## src/design/sars_ram.sv

```systemverilog
// generic single port write, single port registered read memory
// no dependencies
`default_nettype none
module sars_ram #(
	parameter int Width = 8,
	parameter int Depth = 256
) (
	input  wire logic                     clk,
	input  wire logic                     we,
	input  wire logic [$clog2(Depth)-1:0] waddr,
	input  wire logic [Width-1:0]         wdata,
	input  wire logic [$clog2(Depth)-1:0] raddr,
	output logic      [Width-1:0]         rdata
);
	logic [Width-1:0] mem_q [Depth];
	always_ff @(posedge clk) begin
		if (we) mem_q[waddr] <= wdata;
		rdata <= mem_q[raddr];
	end
endmodule
`default_nettype wire

```

## config.mk

```make
export PLATFORM = sky130hd
export DESIGN_NAME = sars_ram
export DESIGN_NICKNAME = d
export VERILOG_FILES = /design/src/design/sars_ram.sv
export SDC_FILE = /design/constraint.sdc
export NUM_CORES = 2
export LEC_CHECK = 0
export ABC_AREA = 1
export BUFFER_PORTS_ARGS = -buffer_cell sky130_fd_sc_hd__buf_2
export CORE_ASPECT_RATIO = 1.25
export CORE_MARGIN = 2
export CORE_UTILIZATION = 30
export DETAILED_ROUTE_END_ITERATION = 8
export PLACE_DENSITY = 0.44
export SETUP_SLACK_MARGIN = 0.3
export SLEW_MARGIN = 20
export SYNTH_ARGS = -nofsm -noshare
export SYNTH_HDL_FRONTEND = slang
export SYNTH_SLANG_ARGS = --single-unit
```

## constraint.sdc

```tcl
create_clock -name clk -period 3.15 [get_ports clk]
set_clock_uncertainty 0.15 [all_clocks]
set_input_delay 0.63 -clock clk [delete_from_list [all_inputs] [get_ports clk]]
set_output_delay 0.63 -clock clk [all_outputs]
set_load 0.05 [all_outputs]
```

==> summary.txt <==
Placed design
  – IO Port Bufs: 33
  – GP Congestion: 0.828
  – Placed inst area: 0.0915 mm²
  – Hpwl dp: 166,000 µm
  – Worst slack, placed: -0.426 ns

Layout
  – Layout cells sized above 1: 0.119
  – Design area: 0.0981 mm²
  – Commonest cells after routing, fill and taps aside: 2,109 x nand2_1, 2,048 x edfxtp_1, 2,019 x nand3_1
  – P&R area growth vs syn: 17.7%
  – Commonest non-fill, non-tap cell in the layout: nand2_1
  – Fin nets: 7,349

Clock tree
  – CTS root buf: clkbuf_16
  – Clock sinks: 2,056
  – Worst skew pair latency: 0.89 ns
  – H-tree depth: 4
  – Clock slew seen by the registers of the worst setup and hold paths: 0.06 ns
  – Clock Tree Buf Depth: 4
  – CTS buffer count: 215
  – Post-CTS setup repair buffer count: 0
  – CTS tree: built

Critical path
  – Startpoint types: input port
  – Critical Path RT: 3.75 ns
  – R2R depth: 10
  – Worst setup path class: in -> reg
  – Critical Path Sink Type: register
  – Worst Setup SP: raddr[1]
  – CP Data Arrival Time: 3.31 ns
  – Crit path capture: rdata[4]
  – Critical R2R Launch: mem_q[175][4]
  – Worst-path fanout max: 45
  – RR Endpoint: rdata[4]
  – Worst R2R Setup Slack: 0.85 ns

GRT
  – Initial antenna violation count: 19
  – GRT Resource Usage Total: 0.189
  – Global-route wire length before repair: 393,000 µm
  – Largest net degree at the start of global routing: 92
  – Remaining Overflow, GRT: 0
  – Vias in the first global route: 55,100

Hold path
  – Worst min path class: in -> reg

Routing
  – Drt via density: 4.89
  – DRC Markers: 0
  – Via count: 54,800
  – DR iter-0 viols: 4,690
  – Remaining antenna violation count: 0
  – Final wirelength: 270,000 µm
  – DRT Pass-1 Iters: 6
  – Wirelength per Cell: 24.1 µm

Synthesis
  – Number of distinct library cells after synthesis: 14
  – Seq/Total Area, Yosys: 0.739
  – Yosys Warn Count: 0
  – Synth Instances: 7,003
  – Mapped Nets: 7,029
  – Post-synthesis register bit count: 2,056
  – Cell Area, Synth: 0.0834 mm²
  – Syn avg cell area: 11.9 µm²

Die
  – Die area: 0.282 mm²
  – Core area: 0.277 mm²
  – Die Height: 593 µm
  – I/O Pins: 34
  – Num rows: 216
  – Chip width: 476 µm
  – Starting Density: 0.301

Timing
  – Fmax achieved: 369 MHz
  – Slew @ Worst Pin: 0.879 ns
  – Final setup vio count: 0
  – Final hold vios: 0
  – Tcrit/Tclk final: 0.860
  – Min cycle time layout: 2.71 ns
  – RSZ-0062 raised after global routing: false
  – Slew Viols, Final: 0
  – Final worst slack: 0.441 ns
  – Hold WS: 0.0540 ns
  – Relative max-transition margin: 0.412

Power
  – P per Cell Area: 598 mW/mm²
  – Peak VDD IR: 436 µV
  – P_leak: 34.3 nW

Flow run
  – Max-cap violations: 0

Run status
  – Outcome: completed
[Yosys cell counts]
| library cell | count | area (µm²) |
|---|---|---|
| nand2_1 | 2123 | 7970 |
| inv_2 | 2 | 7.51 |
| buf_6 | 16 | 180 |
| buf_1 | 40 | 150 |
| buf_4 | 46 | 345 |
| inv_4 | 1 | 6.26 |
| clkbuf_1 | 112 | 420 |
| dfxtp_1 | 8 | 160 |
| nand3_1 | 2019 | 10100 |
| nor2_1 | 283 | 1060 |
| inv_1 | 36 | 135 |
| edfxtp_1 | 2048 | 61500 |
| buf_2 | 268 | 1340 |
| buf_8 | 1 | 15.0 |
[how the worst min path moves through the flow]
stage	startpoint	end	cells past startpoint
after global placement	mem_q[216][6]	rdata[6]	10
after CTS	wdata[2]	mem_q[92][2]	1
after floorplan	wdata[0]	mem_q[0][0]	0
after detailed placement	mem_q[216][6]	rdata[6]	10
final	wdata[2]	mem_q[91][2]	1
after global routing	wdata[2]	mem_q[92][2]	1
[stage by stage]
stage | setup TNS, ns | total power [W] | cells | util
2_1_floorplan | 0 | 0.0327 | 7003 | -
5_1_grt | 0 | 0.0605 | 11200 | 0.355
3_5_place_dp | -2.12 | 0.0348 | 10800 | 0.331
4_1_cts | 0 | 0.0593 | 11200 | 0.354
6_report | 0 | 0.0587 | 11200 | 0.355
3_3_place_gp | -2.14 | 0.0348 | 10800 | 0.331
[critical path, cell delays in order]
cell     delay (ns)
buf_8          0.15
inv_8          0.15
buf_12         0.21
buf_12         0.29
buf_4          0.29
nand3_1        0.14
nand3_1        0.10
nand3_1        0.12
nand3_1        0.13
nand3_1        0.30
nand3_1        0.20
nand2_1        0.07
nand2_1        0.29
nand2_1        0.11
[per-layer routing]
metal,up-vias,part of all wire,track usage
met3,384,0.046,0.0241
met2,1348,0.50,0.326
met1,27500,0.42,0.246
met5,-,0.000026,0
met4,2,0.031,0.0561
li1,25500,-,-
[cell type report]
class	instances	area [µm²]
diodes	11	27.5
clock buffers	264	5620
clock inverters	112	947
fillers	27200	179000
inverters	39	180
multi-input cells	4425	19200
flip-flops and latches	2056	61700
well taps	3706	4640
repair buffers	586	5880
[state kept, by name, summed over array words and instances (netlist names)]
| signal | flops |
|---|---|
| rdata | 8 |
| mem_q | 2048 |
[power breakdown]
part           internal (W)  switching (W)
sequential           0.0301      0.0000519
combinational       0.00106        0.00292
clock                0.0137         0.0107
total                0.0450         0.0137
[cells by family after synthesis]
| family | after synthesis | share of synthesized area |
|---|---|---|
| buffers and inverters | 522 | 0.0312 |
| DFF | 2056 | 0.739 |
| and+or+nand+nor | 4425 | 0.229 |
[timing repair]
item	CTS	global route
resized for setup	1	0
hold buffers	2	0
hold endpoints to repair	4	0
setup endpoints to repair	1	0
(Power assumes the default switching activity.)
