<file path="config.mk">
export PLATFORM = sky130hd
export DESIGN_NAME = sars_back
export DESIGN_NICKNAME = d
export VERILOG_FILES = /design/src/design/sars_pkg.sv /design/src/design/sars_back.sv
export SDC_FILE = /design/constraint.sdc
export NUM_CORES = 1
export LEC_CHECK = 0
export BUFFER_PORTS_ARGS = -buffer_cell sky130_fd_sc_hd__buf_4
export CAP_MARGIN = 40
export CORE_MARGIN = 8
export CORE_UTILIZATION = 64
export CTS_CLUSTER_DIAMETER = 80
export DETAILED_ROUTE_END_ITERATION = 8
export PLACE_DENSITY = 0.85
export SLEW_MARGIN = 20
export SYNTH_ARGS = -nofsm -noshare
export SYNTH_HDL_FRONTEND = slang
export SYNTH_SLANG_ARGS = --single-unit
</file>
<file path="constraint.sdc">
create_clock -name clk -period 7.2 [get_ports clk]
set_input_delay 1.08 -clock clk [delete_from_list [all_inputs] [get_ports clk]]
set_output_delay 1.08 -clock clk [all_outputs]
set_load 0.1 [all_outputs]
</file>
<file path="src/design/sars_pkg.sv">
// shared types and constants for the suffix array range search block
// no dependencies
`default_nettype none
package sars_pkg;
	localparam int TextDepth = 65536;
	localparam int TextAw    = 16;
	localparam int SufDepth  = 65536;
	localparam int SufAw     = 16;
	localparam int KeyMax    = 64;
	localparam int KeyAw     = 6;
	localparam int KeyCw     = 7;

	typedef enum logic [1:0] {
		OP_TEXT = 2'd0,
		OP_SUF  = 2'd1,
		OP_KEY  = 2'd2,
		OP_NOP  = 2'd3
	} op_t;

	// outcome of one key compare against a suffix
	typedef enum logic [1:0] {
		CMP_EQ   = 2'd0,
		CMP_LT   = 2'd1,
		CMP_GT   = 2'd2,
		CMP_NONE = 2'd3
	} cmp_t;

	// command handed from front to back
	typedef struct packed {
		logic [15:0] lo;
		logic [15:0] hi;
		logic [KeyCw-1:0] klen;
		logic        ovf;
	} cmd_t;

	typedef struct packed {
		logic        found;
		logic [15:0] first;
		logic [15:0] last;
		logic        ovf;
	} res_t;

	typedef enum logic [3:0] {
		S_IDLE, S_BMID, S_BSUF, S_BCMP, S_BTXT, S_BDONE,
		S_LSUF, S_LCMP, S_LTXT, S_LDONE, S_OUT
	} bst_t;
endpackage
`default_nettype wire

</file>
<file path="src/design/sars_back.sv">
// back end: binary search then linear widening over the suffix array
// depends on sars_pkg
`default_nettype none
module sars_back import sars_pkg::*; (
	input  wire logic             clk,
	input  wire logic             arst_n,
	input  wire logic [16:0]      text_length,
	input  wire logic             cmd_valid,
	output logic                  cmd_ready,
	output logic                  busy,
	input  cmd_t                  cmd,
	output logic [SufAw-1:0]      suf_raddr,
	input  wire logic [15:0]      suf_rdata,
	output logic [TextAw-1:0]     txt_raddr,
	input  wire logic [7:0]       txt_rdata,
	output logic [KeyAw-1:0]      key_raddr,
	input  wire logic [7:0]       key_rdata,
	output logic                  res_valid,
	input  wire logic             res_ready,
	output res_t                  res
);
	bst_t st_q, st_n;
	cmp_t r_q;
	logic signed [17:0] lo_q, hi_q, mid_q, pos_q;
	logic signed [17:0] nlo, nhi, rlo_s, rhi_s;
	logic [15:0] rlo_q, rhi_q, hit_q;
	logic [KeyCw-1:0] klen_q, i_q;
	logic [16:0] off_q;
	logic        dir_q;
	logic [17:0] lim, p;
	logic        past, in_rng;

	assign lim = (text_length > 17'(TextDepth)) ? 18'(TextDepth) : {1'b0, text_length};
	assign p   = {1'b0, off_q} + 18'(i_q);
	assign past = p >= lim;
	assign suf_raddr = (st_q == S_BMID) ? mid_q[15:0] : pos_q[15:0];
	assign txt_raddr = p[TextAw-1:0];
	assign key_raddr = i_q[KeyAw-1:0];
	// a new search overwrites the result, so the previous one must be taken first
	assign cmd_ready = (st_q == S_IDLE) && (!res_valid || res_ready);
	assign busy      = st_q != S_IDLE;

	// bounds after the last binary probe
	assign nlo   = (r_q == CMP_GT) ? mid_q + 18'sd1 : lo_q;
	assign nhi   = (r_q == CMP_LT) ? mid_q - 18'sd1 : hi_q;
	assign rlo_s = $signed({2'b00, rlo_q});
	assign rhi_s = $signed({2'b00, rhi_q});
	assign in_rng = dir_q ? (pos_q <= rhi_s) : (pos_q >= rlo_s);

	always_comb begin
		st_n = st_q;
		case (st_q)
			S_IDLE:  if (cmd_valid && cmd_ready) st_n = S_BDONE;
			S_BDONE: begin
				if (r_q == CMP_EQ) st_n = S_LDONE;
				else if (nlo <= nhi) st_n = S_BMID;
				else st_n = S_OUT;
			end
			S_BMID:  st_n = S_BSUF;
			S_BSUF:  st_n = S_BCMP;
			S_BCMP:  st_n = (i_q == klen_q || past) ? S_BDONE : S_BTXT;
			S_BTXT:  st_n = (txt_rdata != key_rdata || i_q + 1'b1 == klen_q)
				? S_BDONE : S_BCMP;
			S_LDONE: begin
				if (r_q == CMP_EQ) st_n = S_LDONE;
				else if (r_q == CMP_NONE && in_rng) st_n = S_LSUF;
				else if (!dir_q) st_n = S_LDONE;
				else st_n = S_OUT;
			end
			S_LSUF:  st_n = S_LCMP;
			S_LCMP:  st_n = (i_q == klen_q || past) ? S_LDONE : S_LTXT;
			S_LTXT:  st_n = (txt_rdata != key_rdata || i_q + 1'b1 == klen_q)
				? S_LDONE : S_LCMP;
			S_OUT:   st_n = S_IDLE;
			default: st_n = S_IDLE;
		endcase
	end

	always_ff @(posedge clk or negedge arst_n) begin
		if (!arst_n) begin
			st_q      <= S_IDLE;
			res_valid <= 1'b0;
		end else begin
			st_q <= st_n;
			if (st_q == S_OUT) res_valid <= 1'b1;
			else if (res_ready) res_valid <= 1'b0;
		end
	end

	// compare loop fills r_q; done states consume it
	always_ff @(posedge clk) begin
		case (st_q)
			S_IDLE: if (cmd_valid && cmd_ready) begin
				lo_q <= $signed({2'b00, cmd.lo}); hi_q <= $signed({2'b00, cmd.hi});
				rlo_q <= cmd.lo; rhi_q <= cmd.hi;
				klen_q <= cmd.klen;
				res.found <= 1'b0; res.first <= '0; res.last <= '0; res.ovf <= cmd.ovf;
				r_q <= CMP_NONE;
			end
			S_BDONE: begin
				if (r_q == CMP_EQ) begin
					hit_q <= mid_q[15:0];
					res.found <= 1'b1;
					res.first <= mid_q[15:0];
					res.last  <= mid_q[15:0];
					dir_q <= 1'b0;
					pos_q <= mid_q - 18'sd1;
					r_q <= CMP_NONE;
				end else begin
					lo_q  <= nlo;
					hi_q  <= nhi;
					mid_q <= (nlo + nhi) >>> 1;
				end
			end
			S_BMID: i_q <= '0;
			S_BSUF: off_q <= {1'b0, suf_rdata};
			S_LSUF: begin
				i_q   <= '0;
				off_q <= {1'b0, suf_rdata};
			end
			S_BCMP, S_LCMP: begin
				if (i_q == klen_q) r_q <= CMP_EQ;
				else if (past) r_q <= CMP_GT;
			end
			S_BTXT, S_LTXT: begin
				if (key_rdata < txt_rdata) r_q <= CMP_LT;
				else if (key_rdata > txt_rdata) r_q <= CMP_GT;
				else if (i_q + 1'b1 == klen_q) r_q <= CMP_EQ;
				i_q <= i_q + 1'b1;
			end
			S_LDONE: begin
				if (r_q == CMP_EQ) begin
					// widen the match and step on
					if (dir_q) res.last <= pos_q[15:0];
					else       res.first <= pos_q[15:0];
					pos_q <= dir_q ? pos_q + 18'sd1 : pos_q - 18'sd1;
					r_q <= CMP_NONE;
				end else if (r_q != CMP_NONE || !in_rng) begin
					// a scan ended; after the lower scan, turn to the upper side of the hit
					if (!dir_q) begin
						dir_q <= 1'b1;
						pos_q <= $signed({2'b00, hit_q}) + 18'sd1;
						r_q <= CMP_NONE;
					end
				end
			end
			default: ;
		endcase
	end
endmodule
`default_nettype wire

</file>
==> impl_metrics.csv <==
group,metric,value,unit
synthesis,seq_area_frac_synth,45.5,%
setup_path,path_cells,"ha_1, fa_1, a21o_1, a21oi_1, o21bai_1, a21o_1, a21oi_1, nor2_1, xnor2_1, ha_1, a21o_1, a21o_1, or4_1, o21ai_0, o21ai_0, o311a_1",
detailed_routing,routed_wl,33.7,mm
sta,post-route-min-period,4.61,ns
die,io_pins,168,
clock_network,cts_setup_buffers,0,
detailed_routing,vias_per_cell,6.22,
place,hpwlAfterDp,25.7,mm
clock_network,clkTransAtPathRegs,0.07,ns
setup_path,crit_top_cell,"a21o_1",
die,die_y,156,um
synthesis,yosys-top-cells-area,"edfxtp_1, ha_1, xnor2_1",
synthesis,syn_inst,1230,
synthesis,synth.distinct_cells,68,
sta,finalClockSkew,0.0149,ns
layout,nNetsFinal,1588,
synthesis,synth_top_area_share,44.5,%
clock_network,insertion_delay,0.45,ns
detailed_routing,wl_met2,16.0,mm
synthesis,synthesis.nets,1446,
detailed_routing,drtIter0Drc,1067,
detailed_routing,drc_errors,0,
sta,maxSlewHeadroom,45.1,%
setup_path,arrival,4.81,ns
detailed_routing,first_pass_iters,6,
sta,rsz0062_at_grt,"no",
clock_network,cts_tree,"built",
detailed_routing,wl_met3,3.68,mm
worst_hold_path,hold_class,"in -> async",
clock_network,numCtsBuffers,17,
detailed_routing,highest_layer,"met4",
layout,area_growth_syn_to_layout,16.6,%
outcome,status,"finished, final reports clean",
sta,fin_crit_sh,64.1,%
detailed_routing,met1_length,12.8,mm
synthesis,yosys_most_used_dff,"edfxtp_1",
clock_network,ctsHtreeMaxLevel,4,
global_routing,grt_max_degree,50,
flow_run,drv_cap,0,
synthesis,ys_seq_elements,191,
layout,seq_area,5710,um2
setup_path,worstSetupEndpointType,"flop",
sta,hold_viol,0,
die,die-area,24300,um2
global_routing,grt_overflow,0,
layout,multi_input_area,6270,um2
global_routing,antenna_found_initial,0,
synthesis,ys_warn_count,0,
sta,slew_viol_final,0,
sta,tightest_slew,0.822,ns
global_routing,grt_pass1_vias,9875,
synthesis,syn_area,12500,um2
setup_path,slowest_delay,0.50,ns
layout,diodes,0,
setup_path,timing.setup.critical_path_class,"reg -> reg",
clock_network,cts-resized-gates,0,
detailed_routing,vias,10300,
setup_path,critPathLaunchType,"flop",
place,port_buffers,167,
global_routing,grt_pass1_wl,52.2,mm
sta,fin_tns_setup,0,ns
synthesis,synthArstFlopShare,2.62,%
clock_network,clock_path_buffers,2,
clock_network,clockRootBuffer,"clkbuf_16",
clock_network,clock-sinks,191,
sta,fmax,0.217,GHz
layout,drive_above_1_share,17.9,%
detailed_routing,ant_nets,0,
sta,setup_violations,0,
die,rows,51,
setup_path,cp_max_fo,6,
setup_path,slowest_stage,"edfxtp_1",
synthesis,synth_edf_count,186,
die,die_x,156,um
synthesis,avgSynthCellArea,10.2,um2
synthesis,synth_top_cell_by_area,"edfxtp_1",
place,gp_congestion,0.969,
global_routing,grt_usage,27.6,%
setup_path,cp.required,7.39,ns
clock_network,cts_hold_buf,0,
detailed_routing,wire_per_inst,20.4,um
die,coreArea,19300,um2
die,start_util,64.9,%
layout,num-fill-cells,1272,
sta,hold_slack,0.421,ns
-- per-stage QoR --
stage,setup slack (ns),cells,utilization [%],cell area (um2)
6_report,2.59,1650,75.6,14600
5_1_grt,2.35,1650,75.6,14600
4_1_cts,2.64,1650,75.6,14600
3_5_place_dp,2.69,1618,72.5,14000
3_3_place_gp,2.84,1616,72.3,14000
2_1_floorplan,1.42,1230,-,12500
-- sequential cells by signal (all words and copies together), names as in the netlist --
name       count
dir_q          1
off_q         16
lo_q          18
i_q            7
klen_q         7
mid_q         17
pos_q         18
st_q           4
hit_q         16
rhi_q         16
rlo_q         16
r_q            2
res           34
res_valid      1
hi_q          18
-- worst paths after layout --
kind / from / end / slack [ns] / cells past startpoint
max in group asynchronous: arst_n / st_q[1] / 6.66 / 1
max: i_q[0] / r_q[0] / 2.59 / 16
max reg2reg: i_q[0] / r_q[0] / 2.59 / 16
min: arst_n / res_valid / 0.42 / 1
min reg2reg: res_valid / res_valid / 0.53 / 1
min in group clk: res_valid / res_valid / 0.53 / 1
-- layer usage --
metal / global-route usage, % / up-vias
met5: 0 / -
met4: 10.9 / 0
met3: 6.04 / 100
met2: 46.3 / 620
met1: 34.2 / 4787
li1: - / 4748
-- logic make-up after synthesis --
group,share of synthesized area (%)
AND/OR/NAND/NOR,14.1
AO/OA/AOI/OAI,14.0
flip-flops,45.5
buffers and inverters,4.58
adder cells (fa/ha/maj),12.5
XOR/XNOR,7.05
multiplexers,2.35
-- critical path: cells and delay by family, from the launching register on --
family                     cells  cell delay, ns
and+or+nand+nor                2            0.50
xor gates and xnor gates       1            0.22
AOI/OAI and AO/OA             10            2.19
DFF                            1            0.50
adders and majority gates      3            0.95
-- cell usage in the layout, fill, tap and decap left out, types with 8 or more instances in the layout --
cell       netlist  routed
buf_4            6     178
nand3_1         25      25
inv_1           87      87
clkbuf_16        0      17
a211oi_1        12      12
nand4_1         21      21
ha_1           120     120
a21oi_1         81      80
o21bai_1        12      12
nor3_1          21      21
mux2_2          24      24
nor2b_1         14      14
edfxtp_1       186     186
xnor2_1         58      58
nor4_1          13      13
nand2b_1        18      18
nand2_1        127     127
a22o_1          12      12
o21a_1           9       9
and3_1           9       9
a21o_1          28      28
nor2_1          84      84
o21ai_0         69      69
xor2_1          43      43
and4_1           8       8
-- synth_stat cells, types with 8 or more instances --
cell,instances
a211oi_1,12
a21o_1,28
a21oi_1,81
a22o_1,12
and3_1,9
and4_1,8
clkbuf_1,43
edfxtp_1,186
ha_1,120
inv_1,87
mux2_2,24
nand2_1,127
nand2b_1,18
nand3_1,25
nand4_1,21
nor2_1,84
nor2b_1,14
nor3_1,21
nor4_1,13
o21a_1,9
o21ai_0,69
o21bai_1,12
xnor2_1,58
xor2_1,43
-- area by class of cell --
cell class                      instances  share of cell area (%)
Clock buffer                           17                    2.91
Clock inverter                         15                    1.25
Inverter                               89                    2.28
Multi-Input combinational cell        893                    42.9
Sequential cell                       191                    39.0
Tap cell                              265                    2.27
Timing Repair Buffer                  180                    9.34
Power is not shown: default switching activity piles up to over one toggle a cycle in this logic, so the estimate is an artifact.
