## src/design/sars_pkg.sv

```systemverilog
// shared types and constants for the suffix array range search block
// no dependencies
`default_nettype none
package sars_pkg;
	localparam int TextDepth = 65536;
	localparam int TextAw    = 16;
	localparam int SufDepth  = 65536;
	localparam int SufAw     = 16;
	localparam int KeyMax    = 64;
	localparam int KeyAw     = 6;
	localparam int KeyCw     = 7;

	typedef enum logic [1:0] {
		OP_TEXT = 2'd0,
		OP_SUF  = 2'd1,
		OP_KEY  = 2'd2,
		OP_NOP  = 2'd3
	} op_t;

	// outcome of one key compare against a suffix
	typedef enum logic [1:0] {
		CMP_EQ   = 2'd0,
		CMP_LT   = 2'd1,
		CMP_GT   = 2'd2,
		CMP_NONE = 2'd3
	} cmp_t;

	// command handed from front to back
	typedef struct packed {
		logic [15:0] lo;
		logic [15:0] hi;
		logic [KeyCw-1:0] klen;
		logic        ovf;
	} cmd_t;

	typedef struct packed {
		logic        found;
		logic [15:0] first;
		logic [15:0] last;
		logic        ovf;
	} res_t;

	typedef enum logic [3:0] {
		S_IDLE, S_BMID, S_BSUF, S_BCMP, S_BTXT, S_BDONE,
		S_LSUF, S_LCMP, S_LTXT, S_LDONE, S_OUT
	} bst_t;
endpackage
`default_nettype wire

```

## src/design/sars_front.sv

```systemverilog
// front end: accepts items, counts key bytes, issues search commands
// depends on sars_pkg
`default_nettype none
module sars_front import sars_pkg::*; (
	input  wire logic             clk,
	input  wire logic             arst_n,
	input  wire logic             in_valid,
	output logic                  in_ready,
	input  wire logic [1:0]       op,
	input  wire logic             key_last,
	input  wire logic [15:0]      range_first,
	input  wire logic [15:0]      range_final,
	input  wire logic             back_busy,
	output logic                  key_we,
	output logic [KeyAw-1:0]      key_waddr,
	output logic                  cmd_valid,
	input  wire logic             cmd_ready,
	output cmd_t                  cmd
);
	logic [KeyCw-1:0] kcnt_q;
	logic             ovf_q;
	logic             acc, is_key, fits;

	// no transfer while a search is queued or running: back end reads all three memories
	assign in_ready  = !cmd_valid && !back_busy;
	assign acc       = in_valid && in_ready;
	assign is_key    = op == OP_KEY;
	assign fits      = kcnt_q < KeyCw'(KeyMax);
	assign key_we    = acc && is_key && fits;
	assign key_waddr = kcnt_q[KeyAw-1:0];

	always_ff @(posedge clk or negedge arst_n) begin
		if (!arst_n) begin
			kcnt_q    <= '0;
			ovf_q     <= 1'b0;
			cmd_valid <= 1'b0;
		end else begin
			if (cmd_valid && cmd_ready) cmd_valid <= 1'b0;
			if (acc && is_key) begin
				if (key_last) begin
					kcnt_q    <= '0;
					ovf_q     <= 1'b0;
					cmd_valid <= 1'b1;
				end else if (fits) begin
					kcnt_q <= kcnt_q + 1'b1;
				end else begin
					ovf_q <= 1'b1;
				end
			end
		end
	end

	always_ff @(posedge clk) begin
		if (acc && is_key && key_last) begin
			cmd.lo     <= range_first;
			cmd.hi     <= range_final;
			cmd.klen   <= fits ? kcnt_q + 1'b1 : kcnt_q;
			cmd.ovf    <= ovf_q || !fits;
		end
	end
endmodule
`default_nettype wire

```

## config.mk

```make
export PLATFORM = sky130hd
export DESIGN_NAME = sars_front
export DESIGN_NICKNAME = d
export VERILOG_FILES = /design/src/design/sars_pkg.sv /design/src/design/sars_front.sv
export SDC_FILE = /design/constraint.sdc
export NUM_CORES = 1
export LEC_CHECK = 0
export BUFFER_PORTS_ARGS = -buffer_cell sky130_fd_sc_hd__buf_2
export CAP_MARGIN = 5
export CORE_ASPECT_RATIO = 2
export CORE_MARGIN = 5
export CORE_UTILIZATION = 35
export CTS_CLUSTER_DIAMETER = 60
export DETAILED_ROUTE_END_ITERATION = 10
export PLACE_DENSITY = 0.76
export SLEW_MARGIN = 20
export SYNTH_ARGS = -nofsm -noshare
export SYNTH_HDL_FRONTEND = slang
export SYNTH_SLANG_ARGS = --single-unit
```

## constraint.sdc

```tcl
create_clock -name clk -period 1.5 [get_ports clk]
set_clock_uncertainty 0.1 [all_clocks]
set_input_delay 0.3 -clock clk [delete_from_list [all_inputs] [get_ports clk]]
set_output_delay 0.3 -clock clk [all_outputs]
set_load 0.05 [all_outputs]
```

==> results of run 1 <==
[cell usage after synthesis]
library cell,number
sky130_fd_sc_hd__ha_1,1
sky130_fd_sc_hd__dfrtp_1,9
sky130_fd_sc_hd__o21ai_0,2
sky130_fd_sc_hd__nand4b_4,1
sky130_fd_sc_hd__a22o_1,3
sky130_fd_sc_hd__a21o_1,1
sky130_fd_sc_hd__a21oi_1,2
sky130_fd_sc_hd__nand4b_2,1
sky130_fd_sc_hd__nor2_1,7
sky130_fd_sc_hd__xor2_1,1
sky130_fd_sc_hd__edfxtp_1,40
sky130_fd_sc_hd__nor2_4,2
sky130_fd_sc_hd__nand4_1,1
sky130_fd_sc_hd__nor4_1,1
sky130_fd_sc_hd__nand2_1,5
sky130_fd_sc_hd__nand3_1,1
sky130_fd_sc_hd__a211o_1,1
sky130_fd_sc_hd__nor3_1,1
sky130_fd_sc_hd__and2_4,1
sky130_fd_sc_hd__buf_4,7
sky130_fd_sc_hd__inv_1,2
sky130_fd_sc_hd__nand2b_1,2
sky130_fd_sc_hd__o21ai_1,3
sky130_fd_sc_hd__and4b_4,1
sky130_fd_sc_hd__or2_2,1
sky130_fd_sc_hd__mux2_2,1
sky130_fd_sc_hd__xnor2_1,4
sky130_fd_sc_hd__buf_6,1
[critical path, stage by stage, from the launching register on]
cell and delay, ps:
sky130_fd_sc_hd__dfrtp_2 430, sky130_fd_sc_hd__nor2_4 120, sky130_fd_sc_hd__nand4b_4 140, sky130_fd_sc_hd__nor2_4 120, sky130_fd_sc_hd__buf_8 150
[cell type report]
cell class              count  area (um2)
repair buffers            104         693
flip-flops and latches     49        1430
multi-input cells          44         332
inverters                   2        7.51
fillers                   473        2470
clock buffers               8        90.1
well taps                  58        72.6
[power by group through the flow]
stage                     clock, W  combinational (W)  sequential [W]
after global routing      0.000866           0.000379         0.00153
after floorplan                  0           0.000159         0.00161
after detailed placement         0           0.000329         0.00155
after global placement           0           0.000320         0.00155
final                     0.000776           0.000354         0.00152
after CTS                 0.000807           0.000352         0.00152
[flip-flops by register name, summed over array words and instances (netlist names)]
register,count
cmd_valid,1
cmd,40
kcnt_q,7
ovf_q,1
[kinds of logic (layout without fill, tap and decap cells)]
kind of cell	count (synthesis)	count (layout)	share of synthesized area
AOI/OAI and AO/OA	12	12	0.0428
xor gates and xnor gates	5	5	0.0242
adders and majority gates	1	1	0.00690
buffers and inverters	10	114	0.0393
DFF	49	49	0.787
muxes	1	1	0.00621
and+or+nand+nor	25	25	0.0939
[cells in the final DEF (no fill, tap or decap), types with 2 or more instances in the layout]
cell and count:
sky130_fd_sc_hd__a21oi_1 2, sky130_fd_sc_hd__a22o_1 3, sky130_fd_sc_hd__buf_12 5, sky130_fd_sc_hd__buf_2 82, sky130_fd_sc_hd__buf_4 8, sky130_fd_sc_hd__buf_6 2
sky130_fd_sc_hd__clkbuf_1 2, sky130_fd_sc_hd__clkbuf_4 3, sky130_fd_sc_hd__clkbuf_8 6, sky130_fd_sc_hd__dfrtp_1 6, sky130_fd_sc_hd__dfrtp_2 3, sky130_fd_sc_hd__edfxtp_1 40
sky130_fd_sc_hd__inv_1 2, sky130_fd_sc_hd__nand2_1 5, sky130_fd_sc_hd__nand2b_1 2, sky130_fd_sc_hd__nand4b_4 2, sky130_fd_sc_hd__nor2_1 6, sky130_fd_sc_hd__nor2_4 3
sky130_fd_sc_hd__o21ai_0 2, sky130_fd_sc_hd__o21ai_1 3, sky130_fd_sc_hd__xnor2_1 4
[per-layer routing]
| metal | routed length, um | global-route usage |
|---|---|---|
| met4 | 121 | 0.0608 |
| met5 | 20 | 0 |
| met2 | 2350 | 0.227 |
| met3 | 494 | 0.0626 |
| met1 | 1200 | 0.122 |
[worst max path at each step]
stage,start,endpoint,cells past startpoint
after CTS,cmd_valid$_DFF_PN0_,key_we,4
final,cmd_valid$_DFF_PN0_,key_we,4
after floorplan,cmd_valid$_DFF_PN0_,cmd[0]$_DFFE_PP_,3
after detailed placement,back_busy,cmd[32]$_DFFE_PP_,5
after global placement,back_busy,cmd[26]$_DFFE_PP_,5
after global routing,cmd_valid$_DFF_PN0_,key_we,4
[repair_timing]
item                                    4_1_cts  5_1_grt
hold buffers                                  1        0
hold endpoints to repair                      9        0
pin swaps                                     2        1
gates resized for setup                       8       13
gates cloned                                  3        1
endpoints found under the setup margin       33       52
setup buffers                                 5        3
[through the flow]
| step | instance area [um2] | total power (W) |
|---|---|---|
| CTS | 2640 | 0.00268 |
| finish | 2630 | 0.00265 |
| detailed placement | 2380 | 0.00188 |
| global route | 2630 | 0.00277 |
| floorplan | 1820 | 0.00177 |
| global placement | 2380 | 0.00187 |
==> impl.org, run 1 <==
** Run status
- The run finished, with violations left.
- Violations in the final reports :: negative setup slack

** Power
- Portion of total power attributed to combinational logic :: 0.133
- Internal power component :: 0.00202 W
- Reported leakage power :: 1.15 nW
- The analysis attributes to net switching a power of 0.000632 W.
- Part of the power in the clock network :: 0.292
- Peak ir drop on the vdd network :: 0.000738 V
- Of the total power, the share spent switching nets is 0.238.
- Dividing total power by cell area gives a power density of 1010 mW/mm2.
- The share of total power dissipated in sequential elements is 0.574.

** Drt
- Vias :: 1221
- Iteration count of the initial detailed-routing pass :: 3
- Average vias per placed instance :: 4.61
- Number of DRC markers in iteration 0 :: 26
- In the final routed layout, each cell accounts on average for 15.8 um.
- The routed design has 4180 um of wire.
- DRC Markers :: 0
- Number of routed nets with antenna violations :: 0

** Timing
- Worst Setup Slack, final :: -159 ps
- Total setup violations reported at the end of the flow :: 43
- Total negative slack for setup checks :: -3690 ps
- Shortest period the worst path allows :: 1660 ps
- Setup repair after global routing could not meet its margin everywhere.
- Share of the clock period used by the worst path after layout :: 1.11
- At the pin with the least slew margin, the transition time is 368 ps.
- Number of pins with negative max-slew slack in the final report :: 0
- Peak clock frequency supported by timing :: 603 MHz
- Across all hold checks on the routed design, the worst slack comes to 72.9 ps.
- The hold violation total from the final report is 0.
- Worst slew slack as a fraction of its limit :: 0.754

** Synthesis
- Post-synth design cell area :: 0.00181 mm2
- Cells after Synth :: 103
- Ys Warns :: 0
- Top-area cell type share of the netlist area :: 0.663
- Cell type contributing the most total cell area after synthesis :: sky130_fd_sc_hd__edfxtp_1
- A synthesized cell averages 17.6 um2.
- The netlist uses 28 different library cells.
- Sorting the synthesized cells by area gives the leading types as sky130_fd_sc_hd__edfxtp_1, sky130_fd_sc_hd__dfrtp_1, sky130_fd_sc_hd__buf_4, sky130_fd_sc_hd__xnor2_1, sky130_fd_sc_hd__nor2_1.
- Synthesis-stage register bit count :: 49
- Sequential area share after synthesis :: 0.787
- When the netlist entered floorplanning its net count stood at 144.

** Placement
- DP Wirelength :: 3190 um
- Post-Place Setup Slack :: -38.7 ps
- Including well taps, the total number of placed cells is 250.
- The count of buffers added on input and output ports is 88.
- Final Wtd Congestion :: 0.744

** Clocking
- The clock drives 49 sinks.
- At the later pin of the worst-skew pair, clock insertion delay measures 290 ps.
- The root buffer cell chosen for the clock tree is sky130_fd_sc_hd__clkbuf_8.
- Counting the buffers created by CTS gives 5.
- Count of H-tree levels built during CTS :: 2
- Clock tree from TritonCTS :: built
- Clock-pin slew was measured on the worst setup and hold paths at 90 ps.
- Buffers from clock root to sink, at most :: 2

** Hold path
- Beginning of the worst hold path :: range_final[6]
- In this run the worst hold path is classified as in -> reg.
- Hold Path Sink :: cmd[14]$_DFFE_PP_
- WHS Path Cells :: 1

** Finish
- Inserted Diodes :: 0
- Of the cells placed in the final design, the portion with a size suffix greater than 1 is 0.585.
- After the last flow step, the layout net total stands at 247.
- At the end of the flow the core is filled with cells to 0.515.
- Area added between synthesis and finish :: 44.8%
- The finished layout holds 265 standard cells, fillers aside.

** Critical path
- Crit path DAT :: 1260 ps
- Class of the most critical setup path :: reg -> out
- FF-to-FF End :: cmd[19]$_DFFE_PP_
- Worst flop-to-flop path startpoint :: cmd_valid$_DFF_PN0_
- Register-to-Register Path Depth :: 5
- Reg-to-reg slack, setup :: -140 ps
- Kind of end point of the critical path :: output pin
- At the worst endpoint, the required time is 1100 ps.
- STA classifies the critical path startpoint as a flop.
- Of all nets on the critical path, the largest fanout is 3.

** Global route
- Global-route usage over all layers :: 0.131
- Entering global routing, the biggest net connects 15 pins.
- The total overflow left after global routing is 0.
- Global-route wire length before repair :: 6440 um
- Vias in the first global route :: 1309
- Initial antenna violation count :: 1

** Die
- Core region area :: 0.00509 mm2
- The die covers 0.00681 mm2.
- The initial utilization of the core area, before any placement, comes to 0.356.
- In this run the core area contains 37 standard-cell rows.
- Top Ports :: 89
- The floorplan step set the die width to 60.9 um.
- Die height :: 112 um

** Run
- Across the run, the number of max-cap violations was 0.
Note: power is estimated with default switching activity, not from simulation.
==> inputs of run 2 (changes only) <==
- BUFFER_PORTS_ARGS: -buffer_cell sky130_fd_sc_hd__buf_2 -> not set
- DONT_BUFFER_PORTS: not set -> 1
- PLACE_DENSITY: 0.76 -> 0.59
- clock period: 1.5 -> 2.1 ns (I/O delays scaled with it)
==> run 2 against run 1 <==
Against the previous run: routed wire length is 20% lower; largest cell class unchanged; first-iteration DRC count is 77% lower; critical path type unchanged; cell count is 35% lower; final area is 23% lower; the run now ends clean; sequential share of layout area is 17 points higher; sequential power is 26% lower; global-route usage is 3.0 points lower; non-clock buffer count is 94 lower.
==> impl.org, run 2 (same netlist as run 1, synthesis figures left out) <==
** Critical path
- On the critical path the largest part of the delay comes from simple AND/OR/NAND/NOR gates.
- The largest single stage delay on the critical path is 540 ps.
- CP startpoint kind :: flop
- Kind of end point of the critical path :: output pin
- Data on the critical path arrives at its endpoint at 1440 ps.
- Counting both buffers and inverters, the worst setup path holds a total of 0.
- Cells along the critical path :: nor2_4 > nand4b_2 > nor2_4
- Crit-path most repeated cell :: sky130_fd_sc_hd__nor2_4
- On the critical path, the stage with the largest delay is an instance of sky130_fd_sc_hd__dfrtp_2.
- Along the worst path, the maximum fanout reaches 3.
- The critical path is of the reg -> out type.
- STA puts the critical path data required time at 1580 ps.

** Power
- Switching share of total power :: 0.243
- Reported leakage power :: 0.719 nW
- For this design the total switching power over the nets is 0.000437 W.
- Power per unit of standard cell area :: 894 mW/mm2
- Internal power component :: 0.00136 W
- Power share of the sequential group :: 0.628
- Of the total power, the clock network draws 0.295.
- The design draws 0.00180 W.
- VDD sags by at most 0.000708 V.
- Portion of total power attributed to combinational logic :: 0.078

** Finish
- Area added between synthesis and finish :: 10.8%
- Leaving out fill and tap cells, the most frequent cell in the layout is sky130_fd_sc_hd__edfxtp_1.
- The register with the most flip-flops in the layout has 40 of them.
- Fill cell count :: 480
- Final net count :: 153
- Largest regs :: cmd: 40 flops, kcnt_q: 7 flops
- Fraction of final layout cells with drive strength greater than 1 :: 0.230
- Inserted Diodes :: 0
- The finished layout holds 171 standard cells, fillers aside.
- Largest reg by FF count :: cmd
- Leaving out fill and tap cells, the most frequent cells in the layout are sky130_fd_sc_hd__edfxtp_1, sky130_fd_sc_hd__dfrtp_1, sky130_fd_sc_hd__buf_4.
- At the end of the flow the core is filled with cells to 0.394.

** Timing
- Total setup violations reported at the end of the flow :: 0
- Setup repair after global routing left no endpoint under its margin.
- At the pin with the least slew margin, the transition time is 593 ps.
- Peak clock frequency supported by timing :: 511 MHz
- The number of pins exceeding their max-slew limit in the final report was 0.
- The hold violation total from the final report came to 0.
- Worst slew slack as a fraction of its limit :: 0.605
- Share of the clock period used by the worst path after layout :: 0.932
- For the final routed database, the setup TNS stands at 0 ps.
- The routed design could run at a clock period as short as 1960 ps.

** Run
- The tool flagged a number of max-cap violations equal to 0.

** Clocking
- The root buffer cell chosen for the clock tree is sky130_fd_sc_hd__clkbuf_8.
- Buffers inserted during clock tree synthesis total 5.
- Buffers added to address setup during post-CTS repair amount to 0.
- TritonCTS built the clock tree.
- Clock latency reported for the late side of the worst-skew pair :: 290 ps
- For this design, the sink count on the clock tree is 49.
- In this run the deepest clock path goes through 2 buffers.
- Clock-pin slew was measured on the worst setup and hold paths at 80 ps.
- Count of H-tree levels built during CTS :: 2

** Die
- The initialized floorplan defines 37 standard-cell rows.
- Die Outline Area :: 0.00681 mm2
- In this run the count of I/O pins placed on the die edge is 89.
- Core region area :: 0.00509 mm2
- Starting utilization of the core area :: 0.356
- Overall die width :: 60.9 um
- Die height :: 112 um

** Drt
- Routed WL :: 3360 um
- Number of routed nets with antenna violations :: 0
- In this run, the number of DRC markers left after iteration 0 of detailed routing was 6.
- Average vias per placed instance :: 4.94
- Dividing the detail-routed wire length by the instance count gives 19.6 um.
- Vias :: 844
- For this run, design rule violations remaining after detail routing come to 0.
- Iteration count of the initial detailed-routing pass :: 3

** Placement
- The HPWL after detailed placement is 2580 um.
- Once placement completed, the tool counted placed cells totaling 162.
- Final Wtd Congestion :: 0.715
- PortBufs :: 0

** Run status
- Outcome :: complete, no violations

** Global route
- Maximum number of pins on one net before global-route repair :: 26
- The number of global-route vias before repair came to 963.
- The total overflow left after global routing is 0.
- Initial antenna violation count :: 0
- Across every metal layer, demand over resource in global routing totals 0.100.
- Global-route wire length before repair :: 5010 um

** Hold path
- Tightest Hold Check Type :: in -> reg
-- run 2: path summary, 6_finish.rpt --
check                                         start                    end  slack [ps]  depth (start not counted)
worst max-delay path            cmd_valid$_DFF_PN0_                 key_we         140                          3
worst min-delay path                       key_last  kcnt_q[2]$_DFFE_PN0P_         110                          1
worst max register to register  cmd_valid$_DFF_PN0_      cmd[28]$_DFFE_PP_         290                          4
worst min register to register    ovf_q$_DFFE_PN0P_      ovf_q$_DFFE_PN0P_         390                          2
max in group asynchronous                    arst_n    cmd_valid$_DFF_PN0_        1160                          1
min in group asynchronous                    arst_n  kcnt_q[3]$_DFFE_PN0P_         410                          1
-- run 2: area by class of cell --
cell class,instances,area [um2],area share
clock inverters,2,15.0,0.00748
flip-flops and latches,49,1430,0.711
clock buffers,6,72.6,0.0361
inverters,2,7.51,0.00374
well taps,58,72.6,0.0361
multi-input cells,44,323,0.161
repair buffers,10,90.1,0.0449
-- run 2: per-stage QoR --
step           hold WS, ps  cell area, um2  worst slack, ps
2_1_floorplan         24.4            1820             61.2
4_1_cts               97.2            2010              120
5_1_grt               96.3            2010             77.6
6_report               113            2010              142
3_3_place_gp          24.7            1910              333
3_5_place_dp          24.7            1910              294
-- run 2: power groups by stage --
stage                     clock [W]  combinational (W)  sequential [W]
after floorplan                   0           0.000114         0.00115
after global placement            0           0.000134         0.00115
after global routing       0.000607           0.000152         0.00113
after CTS                  0.000568           0.000142         0.00113
after detailed placement          0           0.000137         0.00115
final                      0.000529           0.000139         0.00113
-- run 2: worst register-to-register path: stages, from the launching register on --
cell,delay (ps)
sky130_fd_sc_hd__dfrtp_2,540
sky130_fd_sc_hd__nor2_4,160
sky130_fd_sc_hd__and4b_4,300
sky130_fd_sc_hd__and2_4,170
sky130_fd_sc_hd__buf_4,240
-- run 2: repair_timing --
| action | CTS | global route |
|---|---|---|
| hold buffers | 1 | 0 |
| gates resized for setup | 0 | 0 |
| hold endpoints to repair | 9 | 0 |
-- run 2: routing by layer --
layer	routed length (um)	up-vias	GRT usage
met1	1110	397	0.0949
met4	47	0	0.0434
li1	-	390	-
met3	325	4	0.0452
met5	0	-	0
met2	1870	53	0.177
==> inputs of run 3 (changes only) <==
- CORE_MARGIN: 5 -> 2
==> run 3 against run 2 <==
Against the previous run: critical path depth did not move; register-to-register slack improved by 50 ps; highest routed layer unchanged; combinational power barely moved; critical endpoint unchanged.
==> impl.org, run 3 (same netlist as run 1, synthesis figures left out) <==
** Global route
- Entering global routing, the biggest net connects 29 pins.
- Global-route wire length before repair :: 4400 um
- The number of global-route vias before repair was 921.
- Global-route usage over all layers :: 0.108
- For this run the aggregate overflow at the end of global routing stands at 0.
- The number of antenna violations at the first check in global routing came to 0.

** Drt
- Using the TritonRoute via totals, the vias-per-cell ratio works out to 5.09.
- The detailed router finished its first iteration with 18 violations.
- Iteration count of the initial detailed-routing pass :: 3
- Number of routed nets with antenna violations :: 0
- Across all layers, the routed design uses 871 vias.
- The routed design has 2900 um of wire.
- After detailed routing, the average wire length per cell comes to 16.9 um.
- In the routed design, unresolved DRC markers number 0.

** Run status
- The flow ran to the end, and the final reports show no timing, DRC or antenna violations.

** Critical path
- Data arrives at the worst endpoint at 1460 ps.
- At the worst endpoint, the required time is 1580 ps.
- Delay of the slowest cell on the worst path :: 540 ps
- Cells along the critical path :: nor2_4 > nand4b_2 > nor2_4
- The critical path is of the reg -> out type.
- Of all nets on the critical path, the largest fanout is 3.
- STA classifies the critical path startpoint as a flop.
- The worst setup path is captured at an output pin.
- Crit-path most repeated cell :: sky130_fd_sc_hd__nor2_4
- The slowest stage of the critical path belongs to the cell sky130_fd_sc_hd__dfrtp_2.

** Die
- Die height :: 106 um
- From left edge to right edge, the die measures 54.9 um.
- Core region area :: 0.00505 mm2
- The floorplan has 37 rows.
- 89 I/O pins were placed.
- Starting utilization of the core area :: 0.359
- The floorplan step defined a die boundary enclosing 0.00581 mm2.

** Clocking
- For the worst-skew pair, the clock arrives at the later sink with an insertion delay of 300 ps.
- Buffers inserted by post-CTS timing repair :: 0
- The H-tree was split into 2 levels.
- Buffers from clock root to sink, at most :: 2
- TritonCTS built the clock tree.
- CTS placed an instance of sky130_fd_sc_hd__clkbuf_8 at the clock tree root.
- Number of clock buffers inserted by TritonCTS :: 5
- Number of clock sinks seen by CTS :: 49
- Clock-pin slew reported for the worst setup and hold paths after clock tree synthesis :: 90 ps

** Finish
- Counting flops per register, the top entry is cmd.
- Registers take 0.00143 mm2.
- Largest regs :: cmd: 40 flops, kcnt_q: 7 flops
- Leading cell types in the layout, fill and taps excluded :: sky130_fd_sc_hd__edfxtp_1, sky130_fd_sc_hd__dfrtp_1, sky130_fd_sc_hd__buf_4
- After routing the design area is 0.00203 mm2.
- Fill cell count :: 440
- From synthesis to final layout, the design area changed by 12.1%.
- Leaving out fill and tap cells, the most frequent cell in the layout is sky130_fd_sc_hd__edfxtp_1.
- Final net count :: 153
- In the final layout, the share of cells above drive strength 1 is 0.230.
- Inserted Diodes :: 0
- In the final layout, the multi-input gates occupy 323 um2.
- The register with the most flip-flops in the layout has 40 of them.
- Final core utilization :: 0.403

** Placement
- The placed instances occupy a cell area of 0.00191 mm2.
- Once detailed placement completed, the half-perimeter wirelength came to 2180 um.
- During placement, the flow inserted port buffers numbering 0.
- The congestion estimate from routability-driven global placement came to 0.786.

** Run
- Max-cap violation count :: 0

** Timing
- Number of pins with negative max-slew slack in the final report :: 0
- Total negative slack for setup checks :: 0 ps
- Share of the clock period used by the worst path after layout :: 0.944
- Setup violations remaining at the end of the flow were counted as 0.
- Worst slew slack as a fraction of its limit :: 0.609
- Shortest period the worst path allows :: 1980 ps
- Setup repair after global routing missed its margin :: no
- For this run, the top clock speed supported by timing is 504 MHz.
- The hold violation total from the final report came to 0.
- Transition at the pin with the smallest max-transition slack :: 586 ps

** Hold path
- The path class of the tightest hold or removal check is in -> reg.

** Power
- Power per unit of standard cell area :: 943 mW/mm2
- Peak ir drop on the vdd network :: 0.000639 V
- Reported leakage power :: 0.737 nW
-- run 3: final cells by class --
| type | count | share of cell area |
|---|---|---|
| Sequential cell | 49 | 0.703 |
| Multi-Input combinational cell | 44 | 0.159 |
| Timing Repair Buffer | 10 | 0.0443 |
| Clock buffer | 6 | 0.0357 |
| Tap cell | 58 | 0.0357 |
| Clock inverter | 2 | 0.0191 |
| Inverter | 2 | 0.00369 |
-- run 3: final timing paths --
path                       slack [ps]                     to  cells after the start           startpoint
max reg2reg                       340      cmd[25]$_DFFE_PP_                      4  cmd_valid$_DFF_PN0_
min reg2reg                       430      ovf_q$_DFFE_PN0P_                      2    ovf_q$_DFFE_PN0P_
min                               100  kcnt_q[2]$_DFFE_PN0P_                      1             key_last
min in group asynchronous         390      ovf_q$_DFFE_PN0P_                      1               arst_n
max in group asynchronous        1180    cmd_valid$_DFF_PN0_                      1               arst_n
max                               120                 key_we                      3  cmd_valid$_DFF_PN0_
-- run 3: layer usage --
metal / track usage / part of all wire / wire, um / vias to the layer above
met4: 0.0523 / 0.020 / 58 / 0
li1: - / - / - / 393
met1: 0.124 / 0.40 / 1160 / 397
met5: 0 / 0 / 0 / -
met3: 0.0595 / 0.13 / 381 / 5
met2: 0.158 / 0.45 / 1300 / 76
-- run 3: worst max-delay path: cells and delay by family, from the launching register on --
family	cells	cell delay (ps)
flip-flops	1	540
AND/OR/NAND/NOR	3	620
-- run 3: report_power, final --
group          switching [W]  internal, W
logic              0.0000913    0.0000473
registers          0.0000512      0.00108
clock network       0.000292     0.000357
-- run 3: per-stage QoR --
stage          instances  total power [W]  worst slack, ps  hold slack [ps]
2_1_floorplan        103          0.00126             61.2             24.4
3_3_place_gp         162          0.00128              370             24.7
3_5_place_dp         162          0.00128              352             24.7
4_1_cts              171          0.00194             91.5             87.4
5_1_grt              171          0.00200             38.5             86.1
6_report             171          0.00192              117              103
-- run 3: timing repair --
action | CTS | global route
gates resized for setup | 0 | 0
hold endpoints to repair | 9 | 0
hold buffers | 1 | 0
